[config.mk]
export PLATFORM = sky130hd
export DESIGN_NAME = moving_average_filter_top
export DESIGN_NICKNAME = d
export VERILOG_FILES = /design/src/rtl/maf_pkg.sv /design/src/rtl/maf_ctrl.sv /design/src/rtl/maf_dp.sv /design/src/rtl/moving_average_filter_top.sv
export VERILOG_INCLUDE_DIRS = /design/src /design/src/rtl
export SDC_FILE = /design/constraint.sdc
export NUM_CORES = 2
export LEC_CHECK = 0
export ABC_CLOCK_PERIOD_IN_PS = 29000
export BUFFER_PORTS_ARGS = -buffer_cell sky130_fd_sc_hd__buf_2
export CAP_MARGIN = 20
export CORE_MARGIN = 8
export CORE_UTILIZATION = 55
export CTS_BUF_LIST = sky130_fd_sc_hd__clkbuf_4 sky130_fd_sc_hd__clkbuf_8 sky130_fd_sc_hd__clkbuf_16
export DETAILED_ROUTE_END_ITERATION = 8
export PLACE_DENSITY = 0.68
export SYNTH_ARGS = -nofsm -noshare
export SYNTH_HDL_FRONTEND = slang
export SYNTH_HIERARCHICAL = 1
export SYNTH_SLANG_ARGS = --single-unit
[constraint.sdc]
create_clock -name clk_i -period 29 [get_ports clk_i]
set_input_delay 2.9 -clock clk_i [delete_from_list [all_inputs] [get_ports clk_i]]
set_output_delay 2.9 -clock clk_i [all_outputs]
set_load 0.02 [all_outputs]
[src/rtl/assert_macros.svh]
// ----------------------------------------------------------------------------
// Assertion macros
// Concurrent assertion wrappers shared by the RTL; empty under synthesis.
// ----------------------------------------------------------------------------
`ifndef ASSERT_MACROS_SVH
`define ASSERT_MACROS_SVH

`ifndef SYNTHESIS

// Same-cycle implication, checked on every rising clock edge outside reset
`define ASSERT_IMP(lbl, clk, rstn, ante, cons) \
  lbl: assert property (@(posedge clk) disable iff (!(rstn)) (ante) |-> (cons)) \
    else $error("%m: check failed");

// Next-cycle implication, checked on every rising clock edge outside reset
`define ASSERT_NXT(lbl, clk, rstn, ante, cons) \
  lbl: assert property (@(posedge clk) disable iff (!(rstn)) (ante) |=> (cons)) \
    else $error("%m: check failed");

`else

`define ASSERT_IMP(lbl, clk, rstn, ante, cons)
`define ASSERT_NXT(lbl, clk, rstn, ante, cons)

`endif

`endif

[src/rtl/maf_pkg.sv]
// ----------------------------------------------------------------------------
// maf_pkg
// Shared types and constants of the moving average filter.
// ----------------------------------------------------------------------------
`timescale 1ns / 1ps
`default_nettype none

package maf_pkg;

  // Field and register widths
  localparam int SampleW = 16;
  localparam int SumW    = 24;
  localparam int WinW    = 9;
  localparam int DataW   = 32;
  localparam int AddrW   = 3;

  // Defaults
  localparam int            MAX_WINDOW_DEF = 256;
  localparam logic [WinW-1:0] WIN_RESET    = 9'd16;

  // Register word index (paddr[2])
  localparam logic REG_WINDOW_LENGTH = 1'b0;

  // Divider steps, one quotient bit per step
  localparam int DivSteps = SumW;
  localparam int DivCntW  = $clog2(DivSteps + 1);

  typedef enum logic [2:0] {
    ST_INIT,
    ST_IDLE,
    ST_READ,
    ST_ACCUM,
    ST_SETUP,
    ST_DIV,
    ST_CLEAR,
    ST_DONE
  } maf_state_e;

  // Controller to datapath
  typedef struct packed {
    logic load;
    logic rd;
    logic accum;
    logic setup;
    logic div_step;
    logic clr_step;
    logic out_load;
  } maf_cmd_t;

  // Datapath to controller
  typedef struct packed {
    logic div_last;
    logic clr_last;
    logic out_free;
  } maf_stat_t;

endpackage

`default_nettype wire

[src/rtl/maf_ctrl.sv]
// ----------------------------------------------------------------------------
// maf_ctrl
// Sequencer: memory clear sweep, sample update, iterative divide, result.
// ----------------------------------------------------------------------------
`timescale 1ns / 1ps
`default_nettype none

module maf_ctrl (
  input  wire logic              clk_i,
  input  wire logic              rst_ni,
  input  wire logic              in_valid_i,
  input  wire logic              op_i,
  output logic                   in_stall_o,
  input  wire maf_pkg::maf_stat_t stat_i,
  output maf_pkg::maf_cmd_t      cmd_o,
  output maf_pkg::maf_state_e    state_o
);

  maf_pkg::maf_state_e state_q, state_d;

  // State register
  always_ff @(posedge clk_i or negedge rst_ni) begin
    if (!rst_ni) begin
      state_q <= maf_pkg::ST_INIT;
    end else begin
      state_q <= state_d;
    end
  end

  // Next state
  always_comb begin
    state_d = state_q;
    unique case (state_q)
      maf_pkg::ST_INIT: begin
        if (stat_i.clr_last) state_d = maf_pkg::ST_IDLE;
      end
      maf_pkg::ST_IDLE: begin
        if (in_valid_i) state_d = op_i ? maf_pkg::ST_CLEAR : maf_pkg::ST_READ;
      end
      maf_pkg::ST_READ:  state_d = maf_pkg::ST_ACCUM;
      maf_pkg::ST_ACCUM: state_d = maf_pkg::ST_SETUP;
      maf_pkg::ST_SETUP: state_d = maf_pkg::ST_DIV;
      maf_pkg::ST_DIV: begin
        if (stat_i.div_last) state_d = maf_pkg::ST_DONE;
      end
      maf_pkg::ST_CLEAR: begin
        if (stat_i.clr_last) state_d = maf_pkg::ST_DONE;
      end
      maf_pkg::ST_DONE: begin
        if (stat_i.out_free) state_d = maf_pkg::ST_IDLE;
      end
      default: state_d = maf_pkg::ST_INIT;
    endcase
  end

  // Commands
  always_comb begin
    cmd_o      = '0;
    in_stall_o = 1'b1;
    unique case (state_q)
      maf_pkg::ST_INIT: cmd_o.clr_step = 1'b1;
      maf_pkg::ST_IDLE: begin
        in_stall_o = 1'b0;
        cmd_o.load = in_valid_i;
      end
      maf_pkg::ST_READ:  cmd_o.rd       = 1'b1;
      maf_pkg::ST_ACCUM: cmd_o.accum    = 1'b1;
      maf_pkg::ST_SETUP: cmd_o.setup    = 1'b1;
      maf_pkg::ST_DIV:   cmd_o.div_step = 1'b1;
      maf_pkg::ST_CLEAR: cmd_o.clr_step = 1'b1;
      maf_pkg::ST_DONE:  cmd_o.out_load = stat_i.out_free;
      default: ;
    endcase
  end

  assign state_o = state_q;

endmodule

`default_nettype wire

[src/rtl/maf_dp.sv]
// ----------------------------------------------------------------------------
// maf_dp
// Sample store, running sum, restoring divider and output register.
// ----------------------------------------------------------------------------
`timescale 1ns / 1ps
`default_nettype none

module maf_dp #(
  parameter int MAX_WINDOW = maf_pkg::MAX_WINDOW_DEF
) (
  input  wire logic                        clk_i,
  input  wire logic                        rst_ni,
  input  wire maf_pkg::maf_cmd_t           cmd_i,
  output maf_pkg::maf_stat_t               stat_o,
  input  wire logic [maf_pkg::WinW-1:0]    win_i,
  input  wire logic                        op_i,
  input  wire logic signed [maf_pkg::SampleW-1:0] sample_i,
  output logic                             out_valid_o,
  input  wire logic                        out_stall_i,
  output logic signed [maf_pkg::SampleW-1:0] average_o
);

  localparam int IdxW = (MAX_WINDOW > 1) ? $clog2(MAX_WINDOW) : 1;
  localparam int LenW = $clog2(MAX_WINDOW + 1);
  localparam int CW   = (LenW > maf_pkg::WinW) ? LenW : maf_pkg::WinW;
  localparam int SW   = maf_pkg::SampleW;
  localparam int UW   = maf_pkg::SumW;

  // Sample store
  logic [SW-1:0] mem_q [MAX_WINDOW];
  logic [SW-1:0] rd_q;
  logic          we;
  logic [IdxW-1:0] waddr;
  logic [SW-1:0] wdata;

  // Item registers
  logic            op_q;
  logic [SW-1:0]   sample_q;
  logic [LenW-1:0] len_q;
  logic [IdxW-1:0] idx_q;

  // Filter state
  logic [IdxW-1:0] wr_idx_q, wr_idx_d;
  logic [UW-1:0]   sum_q, sum_d;
  logic [IdxW-1:0] clr_cnt_q;

  // Divider
  logic [UW-1:0]   dq_q;
  logic [LenW-1:0] rem_q;
  logic            neg_q;
  logic [maf_pkg::DivCntW-1:0] cnt_q;

  // Output register
  logic          out_valid_q;
  logic [SW-1:0] out_avg_q;

  logic [LenW-1:0] len_c;
  logic [CW-1:0]   win_ext;
  logic [IdxW-1:0] idx_c;
  logic [CW-1:0]   nxt_idx;
  logic [LenW:0]   rem_sh;
  logic            q_bit;
  logic [LenW-1:0] rem_nxt;
  logic [UW-1:0]   sum_abs;
  logic [SW-1:0]   sat_c;
  logic [SW-1:0]   res_c;
  logic            clr_last;

  // Effective window length and start index
  always_comb begin
    win_ext = CW'(win_i);
    if (win_i == '0) begin
      len_c = LenW'(1);
    end else if (win_ext > CW'(MAX_WINDOW)) begin
      len_c = LenW'(MAX_WINDOW);
    end else begin
      len_c = LenW'(win_i);
    end
    idx_c = (CW'(wr_idx_q) >= CW'(len_c)) ? '0 : wr_idx_q;
  end

  // Latch the item
  always_ff @(posedge clk_i) begin
    if (cmd_i.load) begin
      op_q     <= op_i;
      sample_q <= sample_i;
      len_q    <= len_c;
      idx_q    <= idx_c;
    end
  end

  // Store write port: clear sweep or sample update
  assign clr_last = (clr_cnt_q == IdxW'(MAX_WINDOW - 1));

  always_comb begin
    we    = cmd_i.clr_step | cmd_i.accum;
    waddr = cmd_i.clr_step ? clr_cnt_q : idx_q;
    wdata = cmd_i.clr_step ? '0 : sample_q;
  end

  always_ff @(posedge clk_i) begin
    if (we) begin
      mem_q[waddr] <= wdata;
    end
    if (cmd_i.rd) begin
      rd_q <= mem_q[idx_q];
    end
  end

  // Running sum and write index update
  always_comb begin
    sum_d    = sum_q + {{(UW-SW){sample_q[SW-1]}}, sample_q}
                     - {{(UW-SW){rd_q[SW-1]}}, rd_q};
    nxt_idx  = CW'(idx_q) + CW'(1);
    wr_idx_d = (nxt_idx >= CW'(len_q)) ? '0 : IdxW'(nxt_idx);
  end

  always_ff @(posedge clk_i or negedge rst_ni) begin
    if (!rst_ni) begin
      sum_q     <= '0;
      wr_idx_q  <= '0;
      clr_cnt_q <= '0;
    end else if (cmd_i.clr_step) begin
      sum_q     <= '0;
      wr_idx_q  <= '0;
      clr_cnt_q <= clr_last ? '0 : clr_cnt_q + IdxW'(1);
    end else if (cmd_i.accum) begin
      sum_q     <= sum_d;
      wr_idx_q  <= wr_idx_d;
    end
  end

  // Restoring divide of |sum| by the window length, one bit per step
  assign sum_abs = sum_q[UW-1] ? (~sum_q + UW'(1)) : sum_q;

  always_comb begin
    rem_sh  = {rem_q, dq_q[UW-1]};
    q_bit   = (rem_sh >= {1'b0, len_q});
    rem_nxt = q_bit ? LenW'(rem_sh - {1'b0, len_q}) : LenW'(rem_sh);
  end

  always_ff @(posedge clk_i or negedge rst_ni) begin
    if (!rst_ni) begin
      cnt_q <= '0;
    end else if (cmd_i.setup) begin
      cnt_q <= maf_pkg::DivCntW'(maf_pkg::DivSteps);
    end else if (cmd_i.div_step) begin
      cnt_q <= cnt_q - maf_pkg::DivCntW'(1);
    end
  end

  always_ff @(posedge clk_i) begin
    if (cmd_i.setup) begin
      dq_q  <= sum_abs;
      rem_q <= '0;
      neg_q <= sum_q[UW-1];
    end else if (cmd_i.div_step) begin
      dq_q  <= {dq_q[UW-2:0], q_bit};
      rem_q <= rem_nxt;
    end
  end

  // Restore the sign and saturate to 16 bits; clear answers zero
  always_comb begin
    if (neg_q) begin
      sat_c = (dq_q > UW'(32768)) ? 16'h8000 : SW'(~dq_q[SW-1:0] + SW'(1));
    end else begin
      sat_c = (dq_q > UW'(32767)) ? 16'h7FFF : dq_q[SW-1:0];
    end
    res_c = op_q ? '0 : sat_c;
  end

  // Output register: load when empty or being drained
  always_ff @(posedge clk_i or negedge rst_ni) begin
    if (!rst_ni) begin
      out_valid_q <= 1'b0;
    end else if (cmd_i.out_load) begin
      out_valid_q <= 1'b1;
    end else if (!out_stall_i) begin
      out_valid_q <= 1'b0;
    end
  end

  always_ff @(posedge clk_i) begin
    if (cmd_i.out_load) begin
      out_avg_q <= res_c;
    end
  end

  assign stat_o.div_last = (cnt_q == maf_pkg::DivCntW'(1));
  assign stat_o.clr_last = clr_last;
  assign stat_o.out_free = !out_valid_q || !out_stall_i;

  assign out_valid_o = out_valid_q;
  assign average_o   = out_avg_q;

endmodule

`default_nettype wire

[src/rtl/moving_average_filter_top.sv]
// ----------------------------------------------------------------------------
// moving_average_filter_top
// Moving average over the last window_length signed 16-bit samples.
// ----------------------------------------------------------------------------
// Each sample beat replaces the oldest stored sample, updates a 24-bit
// running sum and returns the sum divided by the effective window length
// (truncated toward zero, saturated to 16 bits). Between one accept and
// the next, when the result is taken at once, come a store read, the sum
// update, divider setup, 24 steps of a one-bit-per-cycle restoring
// divider, and the output load. A clear beat sweeps the whole sample
// store one entry per cycle and answers 0. After reset the same sweep
// runs before the first beat is accepted; configuration writes are taken
// at any time. Write window_length (offset 0x0) only while idle and
// follow it with a clear.
`timescale 1ns / 1ps
`default_nettype none
`include "assert_macros.svh"

module moving_average_filter_top #(
  parameter int MAX_WINDOW = maf_pkg::MAX_WINDOW_DEF
) (
  input  wire logic                               clk_i,
  input  wire logic                               rst_ni,
  // Configuration port
  input  wire logic                               psel,
  input  wire logic                               penable,
  input  wire logic                               pwrite,
  input  wire logic [maf_pkg::AddrW-1:0]          paddr,
  input  wire logic [maf_pkg::DataW-1:0]          pwdata,
  output logic [maf_pkg::DataW-1:0]               prdata,
  output logic                                    pready,
  // Input channel
  input  wire logic                               in_valid_i,
  output logic                                    in_stall_o,
  input  wire logic                               op_i,
  input  wire logic signed [maf_pkg::SampleW-1:0] sample_i,
  // Output channel
  output logic                                    out_valid_o,
  input  wire logic                               out_stall_i,
  output logic signed [maf_pkg::SampleW-1:0]      average_o
);

  logic [maf_pkg::WinW-1:0] win_q;
  logic                     cfg_wr;
  maf_pkg::maf_cmd_t        cmd;
  maf_pkg::maf_stat_t       stat;
  maf_pkg::maf_state_e      state;

  // Register write
  assign pready = 1'b1;
  assign cfg_wr = psel && penable && pwrite && pready
                  && (paddr[2] == maf_pkg::REG_WINDOW_LENGTH);

  always_ff @(posedge clk_i or negedge rst_ni) begin
    if (!rst_ni) begin
      win_q <= maf_pkg::WIN_RESET;
    end else if (cfg_wr) begin
      win_q <= pwdata[maf_pkg::WinW-1:0];
    end
  end

  // Register read
  always_comb begin
    prdata = '0;
    unique case (paddr[2])
      maf_pkg::REG_WINDOW_LENGTH: prdata = maf_pkg::DataW'(win_q);
      default: prdata = '0;
    endcase
  end

  maf_ctrl u_ctrl (
    .clk_i      (clk_i),
    .rst_ni     (rst_ni),
    .in_valid_i (in_valid_i),
    .op_i       (op_i),
    .in_stall_o (in_stall_o),
    .stat_i     (stat),
    .cmd_o      (cmd),
    .state_o    (state)
  );

  maf_dp #(
    .MAX_WINDOW (MAX_WINDOW)
  ) u_dp (
    .clk_i       (clk_i),
    .rst_ni      (rst_ni),
    .cmd_i       (cmd),
    .stat_o      (stat),
    .win_i       (win_q),
    .op_i        (op_i),
    .sample_i    (sample_i),
    .out_valid_o (out_valid_o),
    .out_stall_i (out_stall_i),
    .average_o   (average_o)
  );

  // One beat in flight: an accepted beat closes the input until done
  `ASSERT_NXT(a_one_in_flight, clk_i, rst_ni, in_valid_i && !in_stall_o, in_stall_o)
  // No result while the store is swept after reset
  `ASSERT_IMP(a_init_quiet, clk_i, rst_ni, state == maf_pkg::ST_INIT, !out_valid_o)
  // A taken result leaves the output empty unless a new one loads
  `ASSERT_NXT(a_out_drain, clk_i, rst_ni,
              out_valid_o && !out_stall_i && (state != maf_pkg::ST_DONE), !out_valid_o)

endmodule

`default_nettype wire
* Word level (Yosys, flattened, before mapping)
Memory sizes are Yosys's and may differ from the RTL's. A register that Yosys moved wholly into a read port is not among the register bits.
Index checks and enable logic that the tools add are counted.
** Storage, ports and cells
- Register bits after elaboration :: 142
- Memory bits (writable) :: 4096
- Input port bits :: 59
- Output and inout bits :: 51
- Logic and storage cells :: 100
- Memories kept :: 1
** Cells by class
- $add $sub $neg :: 8
- Order comparisons :: 6
- Eq/ne operators :: 15
- Mux-type cells :: 39
- Bitwise logic cells :: 4
- Reduce and logical (&&, ||, !) cells :: 12
** Memories
- u_dp.mem_q :: words 256, width 16, read ports 1, clocked after Yosys merged registers in 1, wr ports 1, RTL line maf_dp.sv:30 : logic [SW-1:0] mem_q [MAX_WINDOW];
** Operators by type and width (count)
- $mux W24 :: 5
- $mux W16 :: 4
- $mux W8 :: 5
- $mux W9 :: 4
- $add A24 B1 Y24 const B :: 1
- $add A24 B24 Y24 :: 1
- $gt A24 B15 Y1 const B :: 1
- $gt A24 B16 Y1 const B :: 1
- $not A24 Y24 :: 1
- $pmux W3 S8 :: 1
- $sub A24 B24 Y24 :: 1
- $mux W3 :: 6
- $add A16 B1 Y16 const B :: 1
- $not A16 Y16 :: 1
- $eq A3 B3 Y1 const B :: 4
- $mux W1 :: 12
- $ge A10 B9 Y1 :: 1
- $mux W5 :: 2
- $add A8 B1 Y9 const B :: 1
- $ge A8 B9 Y1 :: 1
- $ge A9 B9 Y1 :: 1
- $gt A9 B9 Y1 const B :: 1
- $logic_not A9 Y1 :: 1
- $sub A9 B9 Y9 :: 1
- other kinds (17) :: 26

* Longest topological paths before layout
- Word-level depth :: 6
- Mapped depth :: 15
- Gate-level depth less buffers :: 13

* By module
Netlist, hierarchy kept.
** By module, submodules not included
- maf_dp :: times used 1, cells an instance 8215, area an instance 167122.8 sq um, sequential area each 127061.9 sq um
- moving_average_filter_top :: times used 1, cells an instance 54, area an instance 618.1 sq um, sequential area each 226.5 sq um
- maf_ctrl :: times used 1, cells an instance 27, area an instance 241.5 sq um, sequential area each 75.1 sq um

* Least setup slack after synthesis
OpenSTA, ideal clock, no wires.
- Path type :: reg-to-reg
- Start :: register u_ctrl.state_q[1], in the netlist u_ctrl/state_o[1]
- End :: memory u_dp/mem_q[0][0] (netlist name) (data pin)
- Setup time :: 1.459 ns
- Data arrival time :: 7.611 ns
- Data required time :: 27.541 ns
- Path slack :: 19.929 ns
- Cell stages (with the launch flop) :: 8
- Buffers on the path :: 4
- Period minus slack after synthesis :: 9.071 ns
- Cells stage by stage :: dfrtp_1 > buf_2 > xor2_1 > nor2_1 > clkbuf_1 > clkbuf_1 > clkbuf_1 > nor2b_1
** RTL lines
- start, declared :: RTL line maf_ctrl.sv:19 : maf_pkg::maf_state_e state_q, state_d;
- start signal, assigned :: RTL line maf_ctrl.sv:24 : state_q <= maf_pkg::ST_INIT;
- start signal, assigned :: RTL line maf_ctrl.sv:26 : state_q <= state_d;
- end, declared :: RTL line maf_dp.sv:30

==> results.md <==
* Netlist cell types at 91
* IO Pins at 110
* Post-synth EDFFs at ~4200
* Die area at between 0.3 and 0.4 mm2
* Number of cells on the worst reg-to-reg path at 11
* Critical Path Fanout Max at 44
* Multi-input logic area at approximately 0.038 mm2
* First-pass GRT wire length at approximately 620 mm
* Peak supply drop at around 0.058 mV
* Detail-routed via count per cell at between 6 and 7
* Post-CTS setup buffer count at 0
* FF+latch area at between 0.1 and 0.15 mm2
* I/O Buffers at 60
* Async SR Flop Fraction at ~1.4%
* Share of layout cells above drive strength 1 at between 20 and 25%
* Clock sink total at approximately 4300
* Number of buffers created by CTS at about 420
* Clock root cell: clkbuf_16
* Most frequent cells in the layout: 4187 x edfxtp_1, 888 x mux4_2, 507 x mux2i_1
* Highest Clock Rate at ~140 MHz
* WS Path Type: reg -> reg
* Remaining Overflow, GRT at 0
* Final setup TNS at 0 ns
* Crit path top cell by count: buf_4
* WHS Endpoint: u_dp/rem_q[8]
* Final Critical Period at between 7 and 8 ns
* RSZ-0062 raised after global routing: no
* R2R setup slack at around 22 ns
* Die Span X at approximately 570 um
* Routed WL per cell at ~33 um
* Post-CTS sizing at 0
* Syn Inst Count at about 8300
* Nets@finish at slightly below 9000
* Slowest CP cell: buf_4
* CP Depth at 11
* Largest delay contributor family on the critical path: buffers and inverters
* Startpoint Class: flip-flop
* Most used DFF post-synth: edfxtp_1
* Deepest clock path buffer count at 4
* Initial core utilization at 55.1%
* Cell depth of the worst hold path at 2
* Period utilization at 25.3%
* Die H at 569 um
* Cell area after synthesis at approximately 0.17 mm2
* Fillers at about 21000
* Vias at 86502
* Largest net degree at the start of global routing at between 150 and 200
* Leak at roughly 61 nW
* Max stage delay on crit path at 0.82 ns
* Setup slack at placement at around 22 ns
* Worst slew pin tran at 1.26 ns
* CP required at approximately 30 ns
* Critical Path Sink Type: flip-flop
* WP data arrival at around 8 ns
* Cell Rows at ~200
* Final ANT Viol Nets at 0
* Clock slew at reported path FFs at 0.06 ns
* CP cell instances: buf_4 > buf_4 > buf_4 > buf_4 > buf_4 > mux4_2 > mux4_2 > o21ai_0 > o21ai_1 > a22oi_1 > nand2_1
* Worst skew pair latency at ~0.97 ns
* Routed WL at roughly 440 mm
* Fraction of the yosys area taken by sequential cells at between 70 and 80%
* Final setup margin at approximately 22 ns
* Router iterations before antenna repair at 6
* Layout overhead on the synthesized area at 12.5%
* Most common cell after layout, fill and taps aside: edfxtp_1
* Hold Path Class: reg -> reg
* Vias in the first global route at approximately 86000
* Non-Filler Instances at 13129
* Max Slew Vio Count at 0
* Reg2reg start: u_dp/idx_q[0]
* Slew Limit Headroom at between 10% and 20%
* Worst flop-to-flop path endpoint: u_dp/rd_q[14]
* Syn_area_per_cell at around 20 um2
* CTS Hold Buffers Added at 0
* DRC viols at 0
* Antenna violations before repair at 20
* Initial drt markers at between 10000 and 15000
* Total of max-cap violations at 0
* CTS tree: yes
* Final hold violation count at 0
* Placed Instances at roughly 12000
* P per Cell Area at 81.0 mW/mm2
* Worst Clk Skew at 0.0494 ns
* H-Tree Depth at 5
* Outcome: finished clean
* Min-delay src: u_dp/rem_q[8]
* DP HPWL at between 200 and 300 mm
* Core area at between 0.3 and 0.4 mm2
* # setup viols final at 0
* YS warnings at 6
* Total Routing Usage GR at between 20% and 30%
* RD Place Congestion at 0.874
* Crit path buffers/inverters at 5
* FF+latch count, synth at around 4300
-- state kept, by name (all words and copies together), names as in the netlist --
name,flops
u_dp/mem_q,4096
u_dp/dq_q,24
u_dp/sum_q,24
u_dp/average_o,16
u_dp/rd_q,16
u_dp/sample_q,16
u_dp/len_q,9
u_dp/rem_q,9
win_q,9
u_dp/clr_cnt_q,8
u_dp/idx_q,8
u_dp/wr_idx_q,8
u_dp/cnt_q,5
u_ctrl/state_o,3
u_dp/neg_q,1
u_dp/op_q,1
u_dp/out_valid_o,1
-- where the power goes --
| group | switching [W] | total, W | internal, W |
|---|---|---|---|
| combinational | 0.00175 | 0.00260 | 0.000855 |
| sequential | 0.0000763 | 0.00727 | 0.00719 |
| clock | 0.00231 | 0.00543 | 0.00312 |
| total | 0.00413 | 0.0153 | 0.0112 |
-- worst reg2reg max path, cell delays in order, from the launching register on --
cell	delay, ns
edfxtp_1	0.61
buf_4	0.63
buf_4	0.67
buf_4	0.75
buf_4	0.86
buf_4	0.71
mux4_2	0.68
mux4_2	0.53
o21ai_0	0.52
o21ai_1	0.14
a22oi_1	0.79
nand2_1	0.18
-- worst max path at each step --
stage | startpoint | endpoint | slack [ns]
detailed placement | u_dp/idx_q[0] | u_dp/rd_q[14] | 21.66
CTS | u_dp/idx_q[0] | u_dp/rd_q[14] | 21.64
floorplan | u_ctrl/state_o[1] | u_dp/mem_q[0][0] | 19.93
global placement | u_dp/idx_q[0] | u_dp/rd_q[14] | 21.69
finish | u_dp/idx_q[0] | u_dp/rd_q[14] | 21.65
global route | u_dp/idx_q[0] | u_dp/rd_q[14] | 21.22
-- through the flow --
step | utilization [%] | hold slack, ns | area (um2) | total power [W]
floorplan | - | 0.446 | 168000 | 0.00912
global placement | 57.2 | 0.478 | 174000 | 0.00990
detailed placement | 57.4 | 0.489 | 175000 | 0.00997
CTS | 61.9 | 0.500 | 189000 | 0.0153
global route | 62.0 | 0.529 | 189000 | 0.0157
finish | 62.0 | 0.502 | 189000 | 0.0153
-- logic make-up after synthesis --
| group | Yosys count | share of synthesized area (%) |
|---|---|---|
| mux | 1409 | 15.0 |
| compound gates | 957 | 3.82 |
| fa+ha+maj | 81 | 0.711 |
| other cells | 2 | 0.00447 |
| xor+xnor | 55 | 0.287 |
| buf+inv | 636 | 1.96 |
| flops | 4254 | 75.8 |
| simple gates | 902 | 2.38 |
-- layout make-up --
type                       instances  area share (%)
tap                             3997            2.65
multi-input combinational       3428            20.1
timing repair buffer             523            2.27
clock buffer                     509            5.99
antenna                           16          0.0212
clock inverter                   270            1.36
inverter                         132           0.266
sequential                      4254            67.4
-- synthesized netlist by cell type (19+ instances only) --
master / count / area (um2)
a2111oi_0: 38 / 333
a211oi_1: 76 / 571
a21o_1: 24 / 180
a21oi_1: 193 / 966
a221oi_1: 85 / 744
a22oi_1: 27 / 203
a31oi_1: 21 / 131
buf_1: 34 / 128
buf_2: 147 / 736
buf_4: 55 / 413
buf_6: 58 / 653
clkbuf_1: 203 / 762
dfrtp_1: 57 / 1430
edfxtp_1: 4187 / 126000
fa_1: 24 / 480
ha_1: 57 / 713
inv_1: 128 / 480
mux2i_1: 507 / 5070
mux4_2: 888 / 20000
nand2_1: 253 / 950
nand2b_1: 26 / 163
nand3_1: 42 / 210
nor2_1: 417 / 1570
nor2b_1: 19 / 119
nor3_1: 36 / 180
o211ai_1: 25 / 188
o21ai_0: 129 / 646
o21ai_1: 73 / 365
o221ai_1: 69 / 604
o22ai_1: 104 / 651
xnor2_1: 41 / 359
-- layer usage --
metal	routed length, um	track usage, %	part of all wire, %
met1	164000	36.9	37
met2	206000	41.6	47
met3	49100	6.55	11
met4	19600	10.3	4.5
met5	78	0	0.018
Note: power is estimated with default switching activity, not from simulation.
